--- src/rtl/core/etp_pkg.sv ---
// ----------------------------------------------------------------------------
// etp_pkg
// Types, command codes and constants shared by the elapsed-time timer pool.
// ----------------------------------------------------------------------------
package etp_pkg;

	localparam int TIMER_COUNT_DEF = 4;
	localparam int TICK_BITS       = 8;
	localparam int UPT_BITS        = 11;
	localparam int CMD_BITS        = 3;
	localparam int HANDLE_BITS     = 3;
	localparam int TOTAL_BITS      = 32;
	localparam int PROD_BITS       = TICK_BITS + UPT_BITS;

	localparam logic [UPT_BITS-1:0] UPT_RESET = UPT_BITS'(64);

	localparam logic [CMD_BITS-1:0] CMD_ACQUIRE = 3'd0;
	localparam logic [CMD_BITS-1:0] CMD_RESET   = 3'd1;
	localparam logic [CMD_BITS-1:0] CMD_RD_USEC = 3'd2;
	localparam logic [CMD_BITS-1:0] CMD_RD_MSEC = 3'd3;
	localparam logic [CMD_BITS-1:0] CMD_RD_SEC  = 3'd4;
	localparam logic [CMD_BITS-1:0] CMD_REFRESH = 3'd5;

	// quotient by reciprocal: floor(2^32 / divisor), then one correction step
	localparam int RECIP_BITS = 23;
	localparam int DIVR_BITS  = 20;
	localparam logic [RECIP_BITS-1:0] MSEC_RECIP    = 23'd4294967;
	localparam logic [RECIP_BITS-1:0] SEC_RECIP     = 23'd4294;
	localparam logic [DIVR_BITS-1:0]  USEC_PER_MSEC = 20'd1000;
	localparam logic [DIVR_BITS-1:0]  USEC_PER_SEC  = 20'd1000000;

	typedef struct packed {
		logic [CMD_BITS-1:0]    command;
		logic [HANDLE_BITS-1:0] timer;
		logic [TICK_BITS-1:0]   counter_now;
	} in_item_t;

	typedef struct packed {
		logic [TOTAL_BITS-1:0]  value;
		logic [HANDLE_BITS-1:0] handle;
	} out_item_t;

	typedef struct packed {
		logic [TOTAL_BITS-1:0] total;
		logic [TICK_BITS-1:0]  tick;
	} entry_t;

	typedef struct packed {
		logic start;
		logic to_sec;
	} div_req_t;

endpackage

--- src/rtl/core/etp_mem.sv ---
// ----------------------------------------------------------------------------
// etp_mem
// Timer state memory: one write port, one read port, registered read data.
// Entries read as zero until first written.
// ----------------------------------------------------------------------------
module etp_mem #(
	parameter int DEPTH = etp_pkg::TIMER_COUNT_DEF,
	parameter int IDX_W = 2
) (
	input  logic              clk,
	input  logic              arst_n,
	input  logic              we,
	input  logic [IDX_W-1:0]  waddr,
	input  etp_pkg::entry_t   wdata,
	input  logic              re,
	input  logic [IDX_W-1:0]  raddr,
	output etp_pkg::entry_t   rdata
);
	import etp_pkg::*;

	entry_t           mem_q [DEPTH];
	logic [DEPTH-1:0] vld_q;
	entry_t           rd_q;
	logic             rd_vld_q;

	always_ff @(posedge clk or negedge arst_n) begin
		if (!arst_n) begin
			vld_q    <= '0;
			rd_vld_q <= 1'b0;
		end else begin
			if (we) begin
				vld_q[waddr] <= 1'b1;
			end
			if (re) begin
				rd_vld_q <= vld_q[raddr];
			end
		end
	end

	always_ff @(posedge clk) begin
		if (we) begin
			mem_q[waddr] <= wdata;
		end
		if (re) begin
			rd_q <= mem_q[raddr];
		end
	end

	assign rdata = rd_vld_q ? rd_q : '0;

endmodule

--- src/rtl/core/etp_div.sv ---
// ----------------------------------------------------------------------------
// etp_div
// Three-stage divide of a microsecond total by 1000 or 1000000 through a
// reciprocal multiply and one remainder correction.
// ----------------------------------------------------------------------------
module etp_div (
	input  logic                         clk,
	input  logic                         arst_n,
	input  etp_pkg::div_req_t            req,
	input  logic [etp_pkg::TOTAL_BITS-1:0] x,
	output logic                         done,
	output logic [etp_pkg::TOTAL_BITS-1:0] q
);
	import etp_pkg::*;

	localparam int PBITS = TOTAL_BITS + RECIP_BITS;

	logic                  v_s1, v_s2, v_s3;
	logic [TOTAL_BITS-1:0] x_s1, r_s2, q_s3;
	logic [RECIP_BITS-1:0] q0_s1, q0_s2;
	logic [DIVR_BITS-1:0]  k_s1, k_s2;
	logic [RECIP_BITS-1:0] recip;
	logic [PBITS-1:0]      prod;
	logic [TOTAL_BITS-1:0] qk;

	assign recip = req.to_sec ? SEC_RECIP : MSEC_RECIP;
	assign prod  = x * recip;
	assign qk    = {{(TOTAL_BITS-RECIP_BITS){1'b0}}, q0_s1}
		* {{(TOTAL_BITS-DIVR_BITS){1'b0}}, k_s1};

	always_ff @(posedge clk or negedge arst_n) begin
		if (!arst_n) begin
			v_s1 <= 1'b0;
			v_s2 <= 1'b0;
			v_s3 <= 1'b0;
		end else begin
			v_s1 <= req.start;
			v_s2 <= v_s1;
			v_s3 <= v_s2;
		end
	end

	always_ff @(posedge clk) begin
		x_s1  <= x;
		q0_s1 <= prod[PBITS-1:TOTAL_BITS];
		k_s1  <= req.to_sec ? USEC_PER_SEC : USEC_PER_MSEC;
		r_s2  <= x_s1 - qk;
		q0_s2 <= q0_s1;
		k_s2  <= k_s1;
		q_s3  <= (r_s2 >= {{(TOTAL_BITS-DIVR_BITS){1'b0}}, k_s2})
			? TOTAL_BITS'(q0_s2) + TOTAL_BITS'(1) : TOTAL_BITS'(q0_s2);
	end

	assign done = v_s3;
	assign q    = q_s3;

endmodule

--- src/rtl/core/elapsed_time_timer_pool.sv ---
// ----------------------------------------------------------------------------
// elapsed_time_timer_pool
// Pool of elapsed-time timers following a sampled 8-bit tick counter.
// ----------------------------------------------------------------------------
// Path: acquire, reset and no-timer items go straight to S_FIN; read usec
//   goes S_RD, S_WB; msec and sec add S_DIV; refresh runs S_RD, S_WB per timer.
// Throughput: one item at a time; the next item is taken once the result moves
//   to the output register. Each timer update is a read-modify-write of the
//   state memory (a read, then an update written back in S_WB).
// Reset: all timers read as zero, no handles given out, usec_per_tick is 64.
// ----------------------------------------------------------------------------
module elapsed_time_timer_pool #(
	parameter int TIMER_COUNT = etp_pkg::TIMER_COUNT_DEF
) (
	input  logic                          clk,
	input  logic                          arst_n,
	input  logic                          in_valid,
	output logic                          in_ready,
	input  etp_pkg::in_item_t             in_item,
	output logic                          out_valid,
	input  logic                          out_ready,
	output etp_pkg::out_item_t            out_item,
	input  logic                          cfg_we,
	input  logic [etp_pkg::UPT_BITS-1:0]  cfg_data
);
	import etp_pkg::*;

	localparam int IDX_W = (TIMER_COUNT > 1) ? $clog2(TIMER_COUNT) : 1;
	localparam logic [HANDLE_BITS-1:0] NO_TIMER = HANDLE_BITS'(TIMER_COUNT);
	localparam logic [IDX_W-1:0]       LAST_IDX = IDX_W'(TIMER_COUNT - 1);

	typedef enum logic [2:0] {S_IDLE, S_RD, S_WB, S_DIV, S_FIN} state_t;

	state_t                 state_q;
	logic [CMD_BITS-1:0]    cmd_q;
	logic [IDX_W-1:0]       idx_q;
	logic [TICK_BITS-1:0]   now_q;
	logic [UPT_BITS-1:0]    upt_q;
	logic [HANDLE_BITS-1:0] handed_q;
	logic [HANDLE_BITS-1:0] hnd_q;
	logic [PROD_BITS-1:0]   prod_q;
	logic [TOTAL_BITS-1:0]  tot_q;
	logic [TOTAL_BITS-1:0]  val_q;
	logic                   out_valid_q;
	out_item_t              out_item_q;

	logic                   accept;
	logic                   tmr_ok;
	logic                   have_free;
	logic [TICK_BITS-1:0]   delta;
	logic [TOTAL_BITS-1:0]  new_total;
	logic                   mem_we, mem_re;
	logic [IDX_W-1:0]       mem_waddr, mem_raddr;
	entry_t                 mem_wdata, mem_rdata;
	div_req_t               div_req;
	logic                   div_done;
	logic [TOTAL_BITS-1:0]  div_q;

	assign in_ready  = (state_q == S_IDLE);
	assign accept    = in_valid && in_ready;
	assign tmr_ok    = in_item.timer < NO_TIMER;
	assign have_free = handed_q < NO_TIMER;
	assign delta     = now_q - mem_rdata.tick;
	assign new_total = tot_q + TOTAL_BITS'(prod_q);

	always_comb begin
		mem_we    = 1'b0;
		mem_waddr = idx_q;
		mem_wdata = '{total: new_total, tick: now_q};
		mem_re    = 1'b0;
		mem_raddr = '0;
		if (accept) begin
			case (in_item.command)
				CMD_ACQUIRE: begin
					mem_we    = have_free;
					mem_waddr = handed_q[IDX_W-1:0];
					mem_wdata = '{total: '0, tick: in_item.counter_now};
				end
				CMD_RESET: begin
					mem_we    = tmr_ok;
					mem_waddr = in_item.timer[IDX_W-1:0];
					mem_wdata = '{total: '0, tick: in_item.counter_now};
				end
				CMD_RD_USEC, CMD_RD_MSEC, CMD_RD_SEC: begin
					mem_re    = tmr_ok;
					mem_raddr = in_item.timer[IDX_W-1:0];
				end
				CMD_REFRESH: begin
					mem_re    = 1'b1;
					mem_raddr = '0;
				end
				default: ;
			endcase
		end else if (state_q == S_WB) begin
			mem_we = 1'b1;
			if (cmd_q == CMD_REFRESH && idx_q != LAST_IDX) begin
				mem_re    = 1'b1;
				mem_raddr = idx_q + IDX_W'(1);
			end
		end
	end

	assign div_req.start  = (state_q == S_WB)
		&& (cmd_q == CMD_RD_MSEC || cmd_q == CMD_RD_SEC);
	assign div_req.to_sec = (cmd_q == CMD_RD_SEC);

	always_ff @(posedge clk or negedge arst_n) begin
		if (!arst_n) begin
			upt_q <= UPT_RESET;
		end else if (cfg_we) begin
			upt_q <= cfg_data;
		end
	end

	always_ff @(posedge clk or negedge arst_n) begin
		if (!arst_n) begin
			state_q     <= S_IDLE;
			handed_q    <= '0;
			out_valid_q <= 1'b0;
			out_item_q  <= '0;
			cmd_q       <= '0;
			idx_q       <= '0;
			now_q       <= '0;
			hnd_q       <= '0;
			val_q       <= '0;
			prod_q      <= '0;
			tot_q       <= '0;
		end else begin
			if (out_valid_q && out_ready && state_q != S_FIN) begin
				out_valid_q <= 1'b0;
			end
			case (state_q)
				S_IDLE: begin
					if (accept) begin
						cmd_q <= in_item.command;
						now_q <= in_item.counter_now;
						idx_q <= (in_item.command == CMD_REFRESH)
							? '0 : in_item.timer[IDX_W-1:0];
						val_q <= '0;
						hnd_q <= NO_TIMER;
						state_q <= S_FIN;
						case (in_item.command)
							CMD_ACQUIRE: begin
								if (have_free) begin
									hnd_q    <= handed_q;
									handed_q <= handed_q + HANDLE_BITS'(1);
								end
							end
							CMD_RD_USEC, CMD_RD_MSEC, CMD_RD_SEC: begin
								if (tmr_ok) begin
									state_q <= S_RD;
								end
							end
							CMD_REFRESH: state_q <= S_RD;
							default: ;
						endcase
					end
				end
				S_RD: begin
					prod_q  <= delta * upt_q;
					tot_q   <= mem_rdata.total;
					state_q <= S_WB;
				end
				S_WB: begin
					case (cmd_q)
						CMD_RD_USEC: begin
							val_q   <= new_total;
							state_q <= S_FIN;
						end
						CMD_RD_MSEC, CMD_RD_SEC: state_q <= S_DIV;
						CMD_REFRESH: begin
							if (idx_q == LAST_IDX) begin
								state_q <= S_FIN;
							end else begin
								idx_q   <= idx_q + IDX_W'(1);
								state_q <= S_RD;
							end
						end
						default: state_q <= S_FIN;
					endcase
				end
				S_DIV: begin
					if (div_done) begin
						val_q   <= div_q;
						state_q <= S_FIN;
					end
				end
				S_FIN: begin
					if (!out_valid_q || out_ready) begin
						out_item_q  <= '{value: val_q, handle: hnd_q};
						out_valid_q <= 1'b1;
						state_q     <= S_IDLE;
					end
				end
				default: state_q <= S_IDLE;
			endcase
		end
	end

	assign out_valid = out_valid_q;
	assign out_item  = out_item_q;

	etp_mem #(
		.DEPTH (TIMER_COUNT),
		.IDX_W (IDX_W)
	) u_mem (
		.clk    (clk),
		.arst_n (arst_n),
		.we     (mem_we),
		.waddr  (mem_waddr),
		.wdata  (mem_wdata),
		.re     (mem_re),
		.raddr  (mem_raddr),
		.rdata  (mem_rdata)
	);

	etp_div u_div (
		.clk    (clk),
		.arst_n (arst_n),
		.req    (div_req),
		.x      (new_total),
		.done   (div_done),
		.q      (div_q)
	);

endmodule

--- config.mk ---
export PLATFORM = sky130hd
export DESIGN_NAME = elapsed_time_timer_pool
export DESIGN_NICKNAME = d
export VERILOG_FILES = /design/src/rtl/core/etp_pkg.sv /design/src/rtl/core/etp_mem.sv /design/src/rtl/core/etp_div.sv /design/src/rtl/core/elapsed_time_timer_pool.sv
export SDC_FILE = /design/constraint.sdc
export NUM_CORES = 2
export LEC_CHECK = 0
export BUFFER_PORTS_ARGS = -buffer_cell sky130_fd_sc_hd__clkbuf_2
export CAP_MARGIN = 5
export CORE_MARGIN = 3
export CORE_UTILIZATION = 55
export CTS_CLUSTER_DIAMETER = 200
export DETAILED_ROUTE_END_ITERATION = 10
export PLACE_DENSITY = 0.72
export SLEW_MARGIN = 30
export SYNTH_ARGS = -nofsm -noshare
export SYNTH_HDL_FRONTEND = slang
export SYNTH_SLANG_ARGS = --single-unit
--- constraint.sdc ---
create_clock -name clk -period 11.3 [get_ports clk]
set_input_delay 0.565 -clock clk [delete_from_list [all_inputs] [get_ports clk]]
set_output_delay 0.565 -clock clk [all_outputs]
set_load 0.02 [all_outputs]
==> impl_metrics.yaml <==
clock_network:
  cts-root-buf: "clkbuf_16"
  htreeDepth: 2
  cts-resized-gates: 0
  cts_tree: "yes"
  clkTransAtPathRegs_ns: 0.07
  postCtsSetupBuffers: 0
  ctsHoldBuffers: 1
  cts_buffers: 56
  clock_sinks: 498
  clkLatencyLatePin_ns: 0.64
  clock_path_buffers: 3
worst_setup_path:
  cp_max_fo: 7
  max_stage_delay_ns: 0.68
  rrSetupSlack_ns: 1.47
  startpoint: "prod_q[4]"
  critPathLaunchType: "flop"
  crit_path_end_kind: "flop"
  timing.rr.start: "prod_q[4]"
  critPathKind: "reg -> reg"
  worstPathRequired_ns: 11.80
  slowest_stage: "nor2_1"
  r2r_end: "u_div.q0_s1[11]"
  arrival_ns: 10.33
  rr_worst_depth: 33
synth:
  synth-edff-count: 200
  netlist_top_cells_count: "inv_1, ha_1, fa_1"
  synth_top_area_share_pct: 23.2
  synth.top_cells.by_area: "fa_1, ha_1, edfxtp_1"
  syn_avg_cell_area_um2: 10.3
  synth_flop_cell: "edfxtp_1"
  synth_seq_cells: 498
  synthArstFlopShare_pct: 32.1
  post-synth-top-count-cell: "inv_1"
  synth_cell_types: 93
  synthCells: 4238
  yosysWarningCount: 0
  synth_top_cell_by_area: "fa_1"
  syn-cell-area_um2: 43600
  synth_seq_area_share_pct: 29.3
placement:
  dpl.hpwl_mm: 80.4
  port_buffers: 66
  gp_congestion: 0.959
  dpl-instance-area_um2: 45200
sta:
  hold_violations: 0
  drv_slew: 0
  worstMarginPinSlew_ns: 1.01
  rsz0062_at_grt: "false"
  tns_ns: 0
  fmax_mhz: 102
  relSlewSlack_pct: 32.5
  fin_crit_ns: 9.83
  skew_ns: 0.0362
  fin_crit_sh_pct: 87.0
  setup_viol: 0
global_route:
  grt_max_degree: 83
  grt_overflow: 0
  grt_antenna_before_repair: 3
  grt_pass1_wl_mm: 168
  grt_usage_pct: 26.2
  grt_pass1_vias: 30862
routing:
  drt-wirelength-per-cell_um: 19.2
  vias: 29275
  route.detailed.drc: 0
  drtIter0Drc: 2183
  first_pass_iters: 6
  ant_nets: 0
  wl_mm: 103
  via_per_inst: 5.44
status:
  status: "finished, final reports clean"
finish:
  areaGrowthSynthToFinish_pct: 8.19
  stdcell_area_um2: 47200
  fin_util_pct: 60.6
  nets: 5404
  drive_gt1_share_pct: 7.22
floorplan:
  row_count: 102
  initial_core_util_pct: 56.0
  fp.dieH_um: 288
  die-area_um2: 82800
  core_area_um2: 78000
  io_pins: 67
  die_x_um: 288
hold_path:
  min_path_cells: 3
  worstHoldEndpoint: "now_q[6]"
  worstHoldStart: "in_item[6]"
  hold_class: "in -> reg"
run:
  max-cap-violations: 0
==> critical path, delay by kind of cell (launching register included) <==
family / cells / cell delay (ns)
adders and majority gates: 9 / 3.92
AOI/OAI and AO/OA: 9 / 2.29
and+or+nand+nor: 6 / 1.59
buffers and inverters: 7 / 0.77
DFF: 1 / 0.38
xor gates and xnor gates: 2 / 0.70
==> layout make-up <==
type,count,area [um2]
well taps,1040,1300
flip-flops and latches,498,12800
clock inverters,25,397
fillers,6419,30800
inverters,926,3480
repair buffers,101,626
clock buffers,81,1550
multi-input cells,2707,27100
diodes,1,2.50
==> logic make-up (layout without fill, tap and decap cells) <==
| logic type | count (synthesis) | count (layout) | synth area share (%) |
|---|---|---|---|
| XOR/XNOR | 151 | 151 | 3.31 |
| adder cells (fa/ha/maj) | 1084 | 1084 | 39.8 |
| flip-flops | 498 | 498 | 29.3 |
| multiplexers | 57 | 57 | 1.45 |
| buffers and inverters | 1039 | 1133 | 8.96 |
| AND/OR/NAND/NOR | 933 | 933 | 9.97 |
| AO/OA/AOI/OAI | 474 | 474 | 7.24 |
| other | 2 | 9 | 0.0172 |
==> through the flow <==
step,instances,worst slack [ns],hold WS (ns)
6_report,5379,1.47,0.131
3_5_place_dp,5270,1.78,0.335
2_1_floorplan,4244,3.09,0.269
4_1_cts,5377,1.70,0.0941
3_3_place_gp,5270,1.92,0.337
5_1_grt,5378,1.13,0.127
==> flip-flops by register name, indices dropped and copies added, names as in the netlist, 4 cells and up <==
register,flops
u_div.q0_s2,23
u_div.q0_s1,23
out_item,35
prod_q,19
u_div.r_s2,32
val_q,32
u_div.q,24
now_q,8
u_mem.mem_q,160
upt_q,11
u_mem.vld_q,4
u_mem.rd_q,40
tot_q,32
u_div.x_s1,32
==> worst max-delay path by stage <==
stage | endpoint | slack [ns] | cells past startpoint
after detailed placement | u_div.q0_s1[18] | 1.78 | 32
after global placement | u_div.q0_s1[16] | 1.92 | 32
after global routing | u_div.q0_s1[11] | 1.13 | 33
after floorplan | u_div.q0_s1[16] | 3.09 | 32
after CTS | u_div.q0_s1[18] | 1.70 | 32
final | u_div.q0_s1[11] | 1.47 | 33
==> per-layer routing <==
layer,part of all wire (%),track usage [%],vias up
li1,-,-,13669
met5,0.025,0,-
met3,7.6,5.39,188
met2,46,42.0,893
met4,3.7,9.06,4
met1,43,35.6,14521
==> cell usage in the layout (no fill, tap or decap), drive strengths merged, types with 21 or more instances in the layout <==
master and count:
ha 578, nor2b 21, inv 928, clkbuf 146, mux2 50, buf 35, edfxtp 200, nand2 449
and2 109, xnor2 86, fa 506, a211oi 51, dfxtp 138, o21ai 103, nand2b 25, nand3 58
nor3 29, a21o 47, nor2 135, dfrtp 159, xor2 65, a31oi 51, a22oi 23, a21oi 99
Power is left out: the tool's default activity adds up to more than one toggle a clock period on the data nets, which glitch-free logic cannot reach.
